===== src/rtl/core/ncs_pkg.sv =====
package ncs_pkg;

    // table size
    localparam int MAX_CIRCLES_DEF = 16;
    localparam int SLOT_LIMIT      = 16;

    // opcodes
    localparam logic [2:0] OP_CREATE     = 3'd0;
    localparam logic [2:0] OP_SET_CENTER = 3'd1;
    localparam logic [2:0] OP_SET_RADIUS = 3'd2;
    localparam logic [2:0] OP_TRANSLATE  = 3'd3;
    localparam logic [2:0] OP_ROT_ORIGIN = 3'd4;
    localparam logic [2:0] OP_ROT_PIVOT  = 3'd5;
    localparam logic [2:0] OP_REMOVE     = 3'd6;

    // status codes
    localparam logic [2:0] STAT_OK         = 3'd0;
    localparam logic [2:0] STAT_OVERLAP    = 3'd1;
    localparam logic [2:0] STAT_NEG_RADIUS = 3'd2;
    localparam logic [2:0] STAT_FULL       = 3'd3;
    localparam logic [2:0] STAT_EMPTY      = 3'd4;

    // angle constants, Q16.16 degrees
    localparam logic [33:0]        DEG_FULL      = 34'd23592960;
    localparam logic [33:0]        DEG_OFFSET    = 34'd2170552320;
    localparam logic signed [25:0] DEG_FULL_S    = 26'sd23592960;
    localparam logic signed [25:0] DEG_HALF_S    = 26'sd11796480;
    localparam logic signed [25:0] DEG_QUARTER_S = 26'sd5898240;
    localparam logic [3:0]         CORDIC_LAST   = 4'd15;
    localparam logic signed [31:0] CORDIC_K_Q28  = 32'sd163008219;
    localparam logic signed [65:0] ROUND_HALF    = 66'sd134217728;

    localparam logic signed [39:0] S32_MAX = 40'sd2147483647;
    localparam logic signed [39:0] S32_MIN = -40'sd2147483648;

    typedef struct packed {
        logic [2:0]         opcode;
        logic [3:0]         slot;
        logic signed [31:0] pos_x;
        logic signed [31:0] pos_y;
        logic signed [31:0] radius_in;
        logic signed [31:0] angle_deg;
    } req_t;

    typedef struct packed {
        logic [2:0]         status;
        logic [3:0]         slot_out;
        logic signed [31:0] center_x_out;
        logic signed [31:0] center_y_out;
        logic [30:0]        radius_out;
    } rsp_t;

    typedef enum logic [3:0] {
        S_IDLE, S_DECODE, S_LOAD, S_RED, S_FOLD, S_CORDIC, S_RMUL, S_RACC,
        S_RFIN, S_SCAN, S_DIF, S_SQX, S_SQY, S_SQR, S_CMP, S_FIN
    } ctrl_state_t;

    typedef enum logic [4:0] {
        CMD_IDLE, CMD_LATCH, CMD_SET_CREATE, CMD_RD_SLOT, CMD_LOAD_ENT, CMD_RED,
        CMD_FOLD, CMD_CORDIC, CMD_RMUL, CMD_RACC, CMD_RFIN, CMD_SCAN_NEXT,
        CMD_SCAN_RD, CMD_DIF, CMD_SQX, CMD_SQY, CMD_SQR, CMD_FINISH
    } dp_cmd_t;

    typedef enum logic [2:0] {
        RES_NEG, RES_FULL, RES_OVERLAP, RES_EMPTY, RES_REMOVE, RES_REPORT, RES_COMMIT
    } res_kind_t;

    typedef struct packed {
        dp_cmd_t   cmd;
        res_kind_t kind;
    } dp_ctrl_t;

    typedef struct packed {
        logic [2:0] op;
        logic       rad_neg;
        logic       free_found;
        logic       slot_ok;
        logic       red_last;
        logic       cordic_last;
        logic       racc_fin;
        logic       rot_done;
        logic       scan_end;
        logic       scan_skip;
        logic       hit;
        logic       out_free;
    } dp_stat_t;

    // arctangent table in Q16.16 degrees
    function automatic logic signed [25:0] atan_deg(input logic [3:0] i);
        logic signed [25:0] r;
        case (i)
            4'd0:    r = 26'sd2949120;
            4'd1:    r = 26'sd1740967;
            4'd2:    r = 26'sd919879;
            4'd3:    r = 26'sd466945;
            4'd4:    r = 26'sd234379;
            4'd5:    r = 26'sd117305;
            4'd6:    r = 26'sd58666;
            4'd7:    r = 26'sd29335;
            4'd8:    r = 26'sd14668;
            4'd9:    r = 26'sd7334;
            4'd10:   r = 26'sd3667;
            4'd11:   r = 26'sd1833;
            4'd12:   r = 26'sd917;
            4'd13:   r = 26'sd458;
            4'd14:   r = 26'sd229;
            default: r = 26'sd115;
        endcase
        return r;
    endfunction

    // clamp to signed 32 bits
    function automatic logic signed [31:0] sat32(input logic signed [39:0] v);
        logic signed [31:0] r;
        if (v > S32_MAX)
            r = 32'sh7FFFFFFF;
        else if (v < S32_MIN)
            r = 32'sh80000000;
        else
            r = v[31:0];
        return r;
    endfunction

endpackage


===== src/rtl/core/ncs_ctrl.sv =====
module ncs_ctrl (
    input  logic             clk,
    input  logic             rst_n,
    input  logic             req_valid,
    output logic             req_stall,
    input  ncs_pkg::dp_stat_t stat,
    output ncs_pkg::dp_ctrl_t ctrl
);
    import ncs_pkg::*;

    ctrl_state_t state_reg, state_next;
    res_kind_t   kind_reg, kind_next;

    // state register
    always_ff @(posedge clk or negedge rst_n)
    begin
        if (!rst_n)
        begin
            state_reg <= S_IDLE;
            kind_reg  <= RES_REPORT;
        end
        else
        begin
            state_reg <= state_next;
            kind_reg  <= kind_next;
        end
    end

    // next state
    always_comb
    begin
        state_next = state_reg;
        kind_next  = kind_reg;
        case (state_reg)
            S_IDLE:
            begin
                if (req_valid)
                    state_next = S_DECODE;
            end
            S_DECODE:
            begin
                if (stat.op == OP_CREATE)
                begin
                    if (stat.rad_neg)
                    begin
                        state_next = S_FIN;
                        kind_next  = RES_NEG;
                    end
                    else if (!stat.free_found)
                    begin
                        state_next = S_FIN;
                        kind_next  = RES_FULL;
                    end
                    else
                        state_next = S_SCAN;
                end
                else if (!stat.slot_ok)
                begin
                    state_next = S_FIN;
                    kind_next  = RES_EMPTY;
                end
                else
                    state_next = S_LOAD;
            end
            S_LOAD:
            begin
                case (stat.op)
                    OP_SET_CENTER, OP_TRANSLATE:
                        state_next = S_SCAN;
                    OP_SET_RADIUS:
                    begin
                        if (stat.rad_neg)
                        begin
                            state_next = S_FIN;
                            kind_next  = RES_NEG;
                        end
                        else
                            state_next = S_SCAN;
                    end
                    OP_ROT_ORIGIN, OP_ROT_PIVOT:
                        state_next = S_RED;
                    OP_REMOVE:
                    begin
                        state_next = S_FIN;
                        kind_next  = RES_REMOVE;
                    end
                    default:
                    begin
                        state_next = S_FIN;
                        kind_next  = RES_REPORT;
                    end
                endcase
            end
            S_RED:
            begin
                if (stat.red_last)
                    state_next = S_FOLD;
            end
            S_FOLD:
                state_next = S_CORDIC;
            S_CORDIC:
            begin
                if (stat.cordic_last)
                    state_next = S_RMUL;
            end
            S_RMUL:
                state_next = S_RACC;
            S_RACC:
                state_next = stat.racc_fin ? S_RFIN : S_RMUL;
            S_RFIN:
                state_next = stat.rot_done ? S_SCAN : S_RMUL;
            S_SCAN:
            begin
                if (stat.scan_end)
                begin
                    state_next = S_FIN;
                    kind_next  = RES_COMMIT;
                end
                else if (!stat.scan_skip)
                    state_next = S_DIF;
            end
            S_DIF:
                state_next = S_SQX;
            S_SQX:
                state_next = S_SQY;
            S_SQY:
                state_next = S_SQR;
            S_SQR:
                state_next = S_CMP;
            S_CMP:
            begin
                if (stat.hit)
                begin
                    state_next = S_FIN;
                    kind_next  = RES_OVERLAP;
                end
                else
                    state_next = S_SCAN;
            end
            S_FIN:
            begin
                if (stat.out_free)
                    state_next = S_IDLE;
            end
            default:
                state_next = S_IDLE;
        endcase
    end

    // datapath commands
    always_comb
    begin
        ctrl.cmd  = CMD_IDLE;
        ctrl.kind = kind_reg;
        req_stall = (state_reg != S_IDLE);
        case (state_reg)
            S_IDLE:
            begin
                if (req_valid)
                    ctrl.cmd = CMD_LATCH;
            end
            S_DECODE:
            begin
                if (stat.op == OP_CREATE)
                begin
                    if (!stat.rad_neg && stat.free_found)
                        ctrl.cmd = CMD_SET_CREATE;
                end
                else if (stat.slot_ok)
                    ctrl.cmd = CMD_RD_SLOT;
            end
            S_LOAD:   ctrl.cmd = CMD_LOAD_ENT;
            S_RED:    ctrl.cmd = CMD_RED;
            S_FOLD:   ctrl.cmd = CMD_FOLD;
            S_CORDIC: ctrl.cmd = CMD_CORDIC;
            S_RMUL:   ctrl.cmd = CMD_RMUL;
            S_RACC:   ctrl.cmd = CMD_RACC;
            S_RFIN:   ctrl.cmd = CMD_RFIN;
            S_SCAN:
            begin
                if (!stat.scan_end)
                    ctrl.cmd = stat.scan_skip ? CMD_SCAN_NEXT : CMD_SCAN_RD;
            end
            S_DIF:    ctrl.cmd = CMD_DIF;
            S_SQX:    ctrl.cmd = CMD_SQX;
            S_SQY:    ctrl.cmd = CMD_SQY;
            S_SQR:    ctrl.cmd = CMD_SQR;
            S_CMP:
            begin
                if (!stat.hit)
                    ctrl.cmd = CMD_SCAN_NEXT;
            end
            S_FIN:
            begin
                if (stat.out_free)
                    ctrl.cmd = CMD_FINISH;
            end
            default:  ctrl.cmd = CMD_IDLE;
        endcase
    end

endmodule


===== config.mk =====
export PLATFORM = sky130hd
export DESIGN_NAME = ncs_ctrl
export DESIGN_NICKNAME = d
export VERILOG_FILES = /design/src/rtl/core/ncs_pkg.sv /design/src/rtl/core/ncs_ctrl.sv
export SDC_FILE = /design/constraint.sdc
export NUM_CORES = 1
export LEC_CHECK = 0
export BUFFER_PORTS_ARGS = -buffer_cell sky130_fd_sc_hd__buf_2
export CORE_MARGIN = 5
export CORE_UTILIZATION = 50
export DETAILED_ROUTE_END_ITERATION = 10
export GPL_TIMING_DRIVEN = 0
export HOLD_SLACK_MARGIN = 0.12
export PLACE_DENSITY = 0.77
export SLEW_MARGIN = 10
export SYNTH_ARGS = -nofsm -noshare
export SYNTH_HDL_FRONTEND = slang
export SYNTH_SLANG_ARGS = --single-unit

===== constraint.sdc =====
create_clock -name clk -period 5 [get_ports clk]
set_clock_uncertainty 0.05 [all_clocks]
set_input_delay 1.25 -clock clk [delete_from_list [all_inputs] [get_ports clk]]
set_output_delay 1.25 -clock clk [all_outputs]
set_load 0.1 [all_outputs]

==> reports/summary.txt, run 1 <==
accumulated negative setup slack = 0 ns
count leader, synth = nor2_1
register area share after synthesis = 19.2%
RSZ-0062 raised after global routing = false
layout cells sized above 1 = 26.9%
Final Hold Fails = 0
hold crit path type = flop to flop
WL/cell = 14.3 µm
crit share post-route = 79.6%
cts bufs inserted = 3
outcome = finished, final reports clean
H-tree depth = 1
number of global-route vias before repair = 1030
initial antenna violation count = 0
total gr overflow = 0
first-pass GRT wire length = 4.51 mm
Slew Viols, Final = 0
vias = 1148
Clock Tree Buf Depth = 2
top cells by area, synth = dfrtp_1, o21ai_0, nor2_1
PostCTS Resize Cnt = 0
gr usage total = 21.3%
Layout Nets = 185
die height = 53.0 µm
postcts setup bufs = 0
highest clock rate = 0.251 GHz
Starting DRT DRC Count = 60
Ys Warns = 0
Rows = 15
Final setup viols = 0
Core Area = 1750 µm²
Post-Synthesis Cells = 138
critical path data required time = 3.70 ns
WS Path Type = input pin to primary output
I/O Buffers = 25
Routed WL = 2.74 mm
Primary FF master, synth = dfrtp_1
DPL Wire Length = 2.16 mm
Slew @ Worst Pin = 0.548 ns
# hold bufs at CTS = 0
RD Place Congestion = 0.932
asr flop ratio synth = 100%
library cells used by synthesis = 42
pin count of the biggest net entering global routing = 11
post-synth net total = 155
EDFF count, synth = 0
ANT cells = 0
Reg clk slew, reported paths = 0.05 ns
Routed Antenna Nets = 0
WP data arrival = 2.68 ns
Setup crit start kind = input pin
area grow syn2layout = 19.7%
minimum clock period = 3.98 ns
die area = 2810 µm²
Die W = 53.0 µm
TritonCTS Sinks = 7
vias per cell = 5.98
crit end category = primary output
clk root buf = clkbuf_4
Post-synth top cells = nor2_1, nand2_1, o21ai_0
Crit Path Max Fanout = 4
Yosys top cell area share = 13.5%
First-pass DRT Iterations = 4
Max-slew headroom = 63.1%
Mapped Avg Cell Area = 6.71 µm²
io pins = 26
max_cap viols = 0
worst skew pair latency = 0.24 ns
CTS tree = built
# DRC = 0
Post-Synthesis Cell Area = 926 µm²
initial core utilization = 53.0%
max reg flops = 4
cell taking the most area after synthesis = dfrtp_1
Yosys reg bits = 7
==> path summary, 6_finish.rpt <==
path	from	to	slack, ns	cells after the start
min	kind_reg[0]	kind_reg[0]	0.41	2
max reg2reg	state_reg[3]	kind_reg[1]	3.08	5
min reg2reg	kind_reg[0]	kind_reg[0]	0.41	2
max in group asynchronous	rst_n	kind_reg[0]	3.91	1
min in group asynchronous	rst_n	state_reg[1]	0.77	1
max	stat[11]	ctrl[4]	1.02	5
==> critical path, cell delays in order <==
cell and delay (ns):
buf_2 0.12, o31ai_1 0.51, o21ai_2 0.16, a221o_2 0.35, buf_2 0.29
==> layout by cell type (no fill, tap or decap), types with 3 or more instances in the layout <==
cell | Yosys | layout
clkbuf_1 | 5 | 6
nor3_1 | 10 | 10
a21oi_1 | 10 | 10
dfrtp_1 | 5 | 5
nand2_1 | 16 | 16
a31oi_1 | 4 | 4
and3_1 | 3 | 3
nand3_1 | 3 | 3
nor2_1 | 17 | 17
nor2b_1 | 4 | 4
clkbuf_4 | 0 | 3
inv_1 | 4 | 4
buf_2 | 5 | 30
o21ai_0 | 13 | 13
nand2b_1 | 4 | 4
==> cells by family (layout without fill, tap and decap cells) <==
kind of cell	count (synthesis)	count (layout)	synth area share, %
simple gates	67	67	36.3
compound gates	44	44	31.4
buf+inv	15	44	7.16
flops	7	7	19.2
mux	5	5	5.95
==> layout make-up <==
type / instances / area [µm²]
well taps: 25 / 31.3
repair buffers: 25 / 125
inverters: 4 / 15.0
clock buffers: 4 / 26.3
multi-input cells: 116 / 682
plain buffers: 11 / 51.3
flip-flops and latches: 7 / 178
fillers: 173 / 637
==> metal layers <==
metal	part of all wire (%)	global-route usage (%)	wire length (µm)	vias up
li1	-	-	-	559
met3	8.4	1.97	230	0
met5	0	0	0	-
met4	0	7.66	0	0
met1	44	28.3	1220	526
met2	47	35.5	1290	63
==> stage by stage <==
step / area (µm²) / setup WS (ns) / hold WS, ns / util (%) / cells
CTS: 1110 / 1.03 / 0.419 / 63.5 / 192
global route: 1110 / 0.955 / 0.433 / 63.5 / 192
floorplan: 926 / 0.245 / 0.636 / - / 138
global placement: 1080 / 1.00 / 0.404 / 62.0 / 188
detailed placement: 1080 / 1.03 / 0.411 / 62.0 / 188
finish: 1110 / 1.02 / 0.414 / 63.5 / 192
Power of run 1 is not shown: default switching activity piles up to over one toggle a cycle in this logic, so the estimate is an artifact.
==> run 2: changes to the inputs <==
--- a/config.mk
+++ b/config.mk
@@ -5,6 +5,7 @@
 export SDC_FILE = /design/constraint.sdc
 export NUM_CORES = 1
 export LEC_CHECK = 0
+export ABC_AREA = 1
 export BUFFER_PORTS_ARGS = -buffer_cell sky130_fd_sc_hd__buf_2
 export CORE_MARGIN = 5
 export CORE_UTILIZATION = 50
==> constraint.sdc (replaced) <==
create_clock -name clk -period 3.9 [get_ports clk]
set_clock_uncertainty 0.05 [all_clocks]
set_input_delay 0.975 -clock clk [delete_from_list [all_inputs] [get_ports clk]]
set_output_delay 0.975 -clock clk [all_outputs]
set_load 0.1 [all_outputs]
==> run 2 against run 1 <==
  * Sequential cell count stayed put
  * Area after synthesis is 3.5% higher
  * Final area is 2.9% higher
  * Worst setup slack worse by 0.28 ns
  * Wire length is 1.7% lower
  * Critical path type unchanged
  * Final cell count is 26% higher
  * Clock-buffer cell count stayed put
  * Via count is 5.5% higher
  * Die area is 2.8% higher
  * Global-route usage is 0.70 points higher
  * Critical path depth is 2 higher
  * Register-to-register slack worse by 0.78 ns
==> reports/summary.txt, run 2 <==
RSZ-0062 raised after global routing = false
crit end category = primary output
WL/cell = 11.2 µm (-22%)
Routed WL = 2.69 mm (-1.7%)
H-tree depth = 1 (unchanged)
EDFF count, synth = 0 (unchanged)
asr flop ratio synth = 100% (unchanged)
Mapped Avg Cell Area = 5.13 µm² (-24%)
initial antenna violation count = 0 (unchanged)
top cells by area, synth = nand2_1, dfrtp_1, nor2_1
Post-Synthesis Cells = 187 (+36%)
postcts setup bufs = 0 (unchanged)
Max-slew headroom = 67.5% (+4.4 points)
Reg clk slew, reported paths = 0.05 ns (about the same)
Post-synth top cells = nand2_1, nor2_1, inv_1, nand3_1, nand2_2
Rows = 15 (unchanged)
area grow syn2layout = 19.1%
cts bufs inserted = 3 (unchanged)
Final Hold Fails = 0 (unchanged)
Post-Synthesis Cell Area = 958 µm² (+3.5%)
DPL Wire Length = 2.31 mm (+6.7%)
Layout Nets = 234 (+26%)
register area share after synthesis = 18.5% (-0.65 points)
vias per cell = 5.02 (-16%)
r2r endpoint = state_reg[1]
vias = 1211 (+5.5%)
reg-to-reg startpoint = state_reg[3]
crit share post-route = 81.0%
commonest cells after routing, fill and taps aside = nand2_1, nor2_1, buf_2, inv_1, nand3_1
Yosys reg bits = 7 (unchanged)
TritonCTS Sinks = 7 (unchanged)
# hold bufs at CTS = 0 (unchanged)
critical path data required time = 2.87 ns (-0.83 ns)
gr usage total = 22.0% (+0.70 points)
clk root buf = clkbuf_4
hold crit path type = flop to flop
count leader, synth = nand2_1
Slew Viols, Final = 0 (unchanged)
ANT cells = 0 (unchanged)
Final setup viols = 0 (unchanged)
Ys Warns = 0 (unchanged)
Setup crit start kind = input pin
Die W = 53.8 µm (+1.4%)
initial core utilization = 53.8% (+0.71 points)
Routed Antenna Nets = 0 (unchanged)
WP data arrival = 2.13 ns (-0.55 ns)
Starting DRT DRC Count = 46 (-23%)
library cells used by synthesis = 17 (-60%)
hold path startpoint = kind_reg[0]
layout cells sized above 1 = 25.0% (-1.9 points)
Clock Tree Buf Depth = 2 (unchanged)
minimum clock period = 3.16 ns
# DRC = 0 (unchanged)
cell taking the most area after synthesis = nand2_1
max reg flops = 4 (unchanged)
first-pass GRT wire length = 4.72 mm (+4.8%)
CTS tree = built
io pins = 26 (unchanged)
die area = 2890 µm² (+2.8%)
die height = 53.8 µm (+1.4%)
Core Area = 1780 µm² (+2.2%)
post-synth net total = 204 (+32%)
pin count of the biggest net entering global routing = 10 (-1)
number of global-route vias before repair = 1141 (+11%)
I/O Buffers = 25 (unchanged)
number of cells on the worst reg-to-reg path = 9 (+4)
max_cap viols = 0 (unchanged)
setup slack, reg-to-reg = 2.30 ns (-0.78 ns)
Slew @ Worst Pin = 0.490 ns (-0.0579 ns)
WS Path Type = input pin to primary output
WHS Path Cells = 2 (unchanged)
outcome = finished, final reports clean
Primary FF master, synth = dfrtp_1
most common cell after layout, fill and taps aside = nand2_1
PostCTS Resize Cnt = 0 (unchanged)
Placement Cell Area = 1110 µm² (+3.0%)
Final Instance Area = 1140 µm² (+2.9%)
First-pass DRT Iterations = 4 (unchanged)
total gr overflow = 0 (unchanged)
RD Place Congestion = 0.912 (-2.1%)
Crit Path Max Fanout = 6 (+2)
accumulated negative setup slack = 0 ns (unchanged)
final core occ = 64.0% (+0.49 points)
Hold Path Sink = kind_reg[0]
highest clock rate = 0.317 GHz
worst skew pair latency = 0.24 ns (about the same)
Yosys top cell area share = 29.4% (+16 points)
## run 2: cell count changes after synthesis, moves of 7 or more
cell,delta
o21ai_0,-7
nand3_1,+14
nand2_2,+8
nor2_1,+15
nand2_1,+59
nor2_2,+7
inv_1,+13
nor3_1,-8
## run 2: per-stage QoR
step                setup WS (ns)  std cells  hold WS (ns)
global route                0.573        241         0.449
finish                      0.743        241         0.412
global placement            0.781        237         0.403
CTS                         0.747        241         0.411
detailed placement          0.748        237         0.404
floorplan                  0.0312        187         0.532
## run 2: cells by family after synthesis
logic type / count (synthesis) / synth area share (%)
DFF: 7 / 18.5
buffers and inverters: 24 / 10.2
and+or+nand+nor: 144 / 64.6
AOI/OAI and AO/OA: 12 / 6.66
## run 2: worst max-delay path by stage
| stage | from | endpoint | cells past startpoint |
|---|---|---|---|
| global placement | stat[11] | ctrl[4] | 7 |
| global route | stat[11] | ctrl[4] | 7 |
| detailed placement | stat[11] | ctrl[4] | 7 |
| finish | stat[11] | ctrl[4] | 7 |
| floorplan | state_reg[2] | ctrl[7] | 4 |
| CTS | stat[11] | ctrl[4] | 7 |
## run 2: area by class of cell
type | count | area, µm²
inverters | 23 | 86.3
plain buffers | 1 | 11.3
flip-flops and latches | 7 | 178
fillers | 181 | 642
well taps | 25 | 31.3
clock buffers | 4 | 26.3
multi-input cells | 156 | 683
repair buffers | 25 | 125
## run 2: per-layer routing
metal	vias to the layer above	wire [µm]	GRT usage, %
met5	-	0	0
met2	45	1290	36.7
met3	4	194	4.99
met1	528	1180	27.5
met4	0	31	7.66
li1	634	-	-
## run 2: worst max-delay path: stages
cell and delay [ns]:
buf_2 0.11, nor2_1 0.18, nand2_1 0.17, nand2_1 0.09, nand3_1 0.09, nand3_1 0.09, buf_2 0.42
Power of run 2 is left out for the same reason.
==> run 3: changes to the inputs <==
==> constraint.sdc (replaced) <==
create_clock -name clk -period 3 [get_ports clk]
set_clock_uncertainty 0.05 [all_clocks]
set_input_delay 0.75 -clock clk [delete_from_list [all_inputs] [get_ports clk]]
set_output_delay 0.75 -clock clk [all_outputs]
set_load 0.1 [all_outputs]
==> run 3 against run 2 <==
  * Utilization up 0.35 points
  * Sequential share of layout area down 0.085 points
  * Largest cell class unchanged
  * Die area unchanged
==> reports/summary.txt, run 3 (same netlist as run 2, synthesis figures left out) <==
Layout Nets = 234 (unchanged)
io pins = 26 (unchanged)
worst skew pair latency = 0.25 ns (about the same)
total gr overflow = 0 (unchanged)
hold crit path type = input pin to async pin
WL/cell = 11.2 µm (+0.63%)
PnR worst setup slack = 0.211 ns (-0.531 ns)
Routed Antenna Nets = 0 (unchanged)
Clock Tree Buf Depth = 2 (unchanged)
# DRC = 0 (unchanged)
WS Path Type = input pin to primary output
number of global-route vias before repair = 1089 (-4.6%)
vias per cell = 5.04 (+0.33%)
Slew Viols, Final = 0 (unchanged)
die height = 53.8 µm (unchanged)
Die W = 53.8 µm (unchanged)
vias = 1215 (+0.33%)
I/O Buffers = 25 (unchanged)
Final Instance Area = 1150 µm² (+0.55%)
TritonCTS Sinks = 7 (unchanged)
pre-CTS WS = 0.255 ns (-0.493 ns)
max_cap viols = 0 (unchanged)
CTS tree = built
Max-slew headroom = 67.4% (-0.16 points)
Slew @ Worst Pin = 0.493 ns (+0.00239 ns)
Routed WL = 2.71 mm (+0.63%)
ANT cells = 0 (unchanged)
PostCTS Resize Cnt = 0 (unchanged)
setup slack, reg-to-reg = 1.42 ns (-0.88 ns)
WP data arrival = 1.99 ns (-0.14 ns)
Rows = 15 (unchanged)
outcome = finished, final reports clean
initial antenna violation count = 0 (unchanged)
crit share post-route = 93.0%
critical path data required time = 2.20 ns (-0.67 ns)
die area = 2890 µm² (unchanged)
RD Place Congestion = 0.923 (+1.1%)
gr usage total = 20.8% (-1.2 points)
Crit Path Max Fanout = 6 (unchanged)
area grow syn2layout = 19.7%
# hold bufs at CTS = 0 (unchanged)
H-tree depth = 1 (unchanged)
initial core utilization = 53.8% (unchanged)
Starting DRT DRC Count = 58 (+26%)
Reg clk slew, reported paths = 0.05 ns (about the same)
accumulated negative setup slack = 0 ns (unchanged)
Filler Cells Inserted = 189 (+4.4%)
First-pass DRT Iterations = 4 (unchanged)
Placement Cell Area = 1120 µm² (+0.56%)
layout cells sized above 1 = 25.5% (+0.46 points)
highest clock rate = 0.359 GHz
Final Hold Fails = 0 (unchanged)
minimum clock period = 2.79 ns
cts bufs inserted = 3 (unchanged)
area of the multi-input gates = 689 µm² (+0.92%)
most common cell after layout, fill and taps aside = nand2_1
Inst Count DP = 237 (unchanged)
commonest cells after routing, fill and taps aside = nand2_1, nor2_1, buf_2, inv_1, nand3_1
RSZ-0062 raised after global routing = false
first-pass GRT wire length = 4.46 mm (-5.6%)
clk root buf = clkbuf_4
Post-Layout Cell Count = 241 (unchanged)
DPL Wire Length = 2.34 mm (+1.2%)
postcts setup bufs = 0 (unchanged)
crit end category = primary output
Final setup viols = 0 (unchanged)
Setup crit start kind = input pin
pin count of the biggest net entering global routing = 10 (unchanged)
max reg flops = 4 (unchanged)
register area = 178 µm² (unchanged)
Core Area = 1780 µm² (unchanged)
-- run 3: cell counts in the layout (fill, tap and decap cells not counted) --
No cell type changed its count.
-- run 3: final timing paths --
check                              from            to  depth (start not counted)
max                            stat[11]       ctrl[4]                          7
min                               rst_n  state_reg[1]                          1
max reg2reg                state_reg[3]  state_reg[3]                          9
min reg2reg                 kind_reg[0]   kind_reg[0]                          2
max in group asynchronous         rst_n   kind_reg[2]                          1
min in group clk            kind_reg[0]   kind_reg[0]                          2
-- run 3: final cells by class --
cell class,instances,area share [%]
Multi-Input combinational cell,156,60.1
Sequential cell,7,15.5
Timing Repair Buffer,25,10.9
Inverter,23,7.52
Tap cell,25,2.73
Clock buffer,4,2.29
Buffer,1,0.981
-- run 3: critical path, stage by stage --
cell and delay (ns):
buf_2 0.11, nor2_1 0.19, nand2_1 0.19, nand2_1 0.10, nand3_1 0.11, nand3_1 0.12
buf_2 0.43
-- run 3: stage by stage --
stage                     hold WS (ns)  utilization, %
after detailed placement         0.407            62.9
after global routing             0.264            64.4
after floorplan                  0.404               -
final                            0.269            64.4
after CTS                        0.266            64.4
after global placement           0.403            62.9
-- run 3: per-layer routing --
metal	GRT usage, %	part of all wire (%)	vias up
met2	37.3	48	63
met5	0	0	-
met1	24.0	42	511
met4	5.53	1.6	0
li1	-	-	634
met3	5.82	8.3	7
Power of run 3 is left out for the same reason.
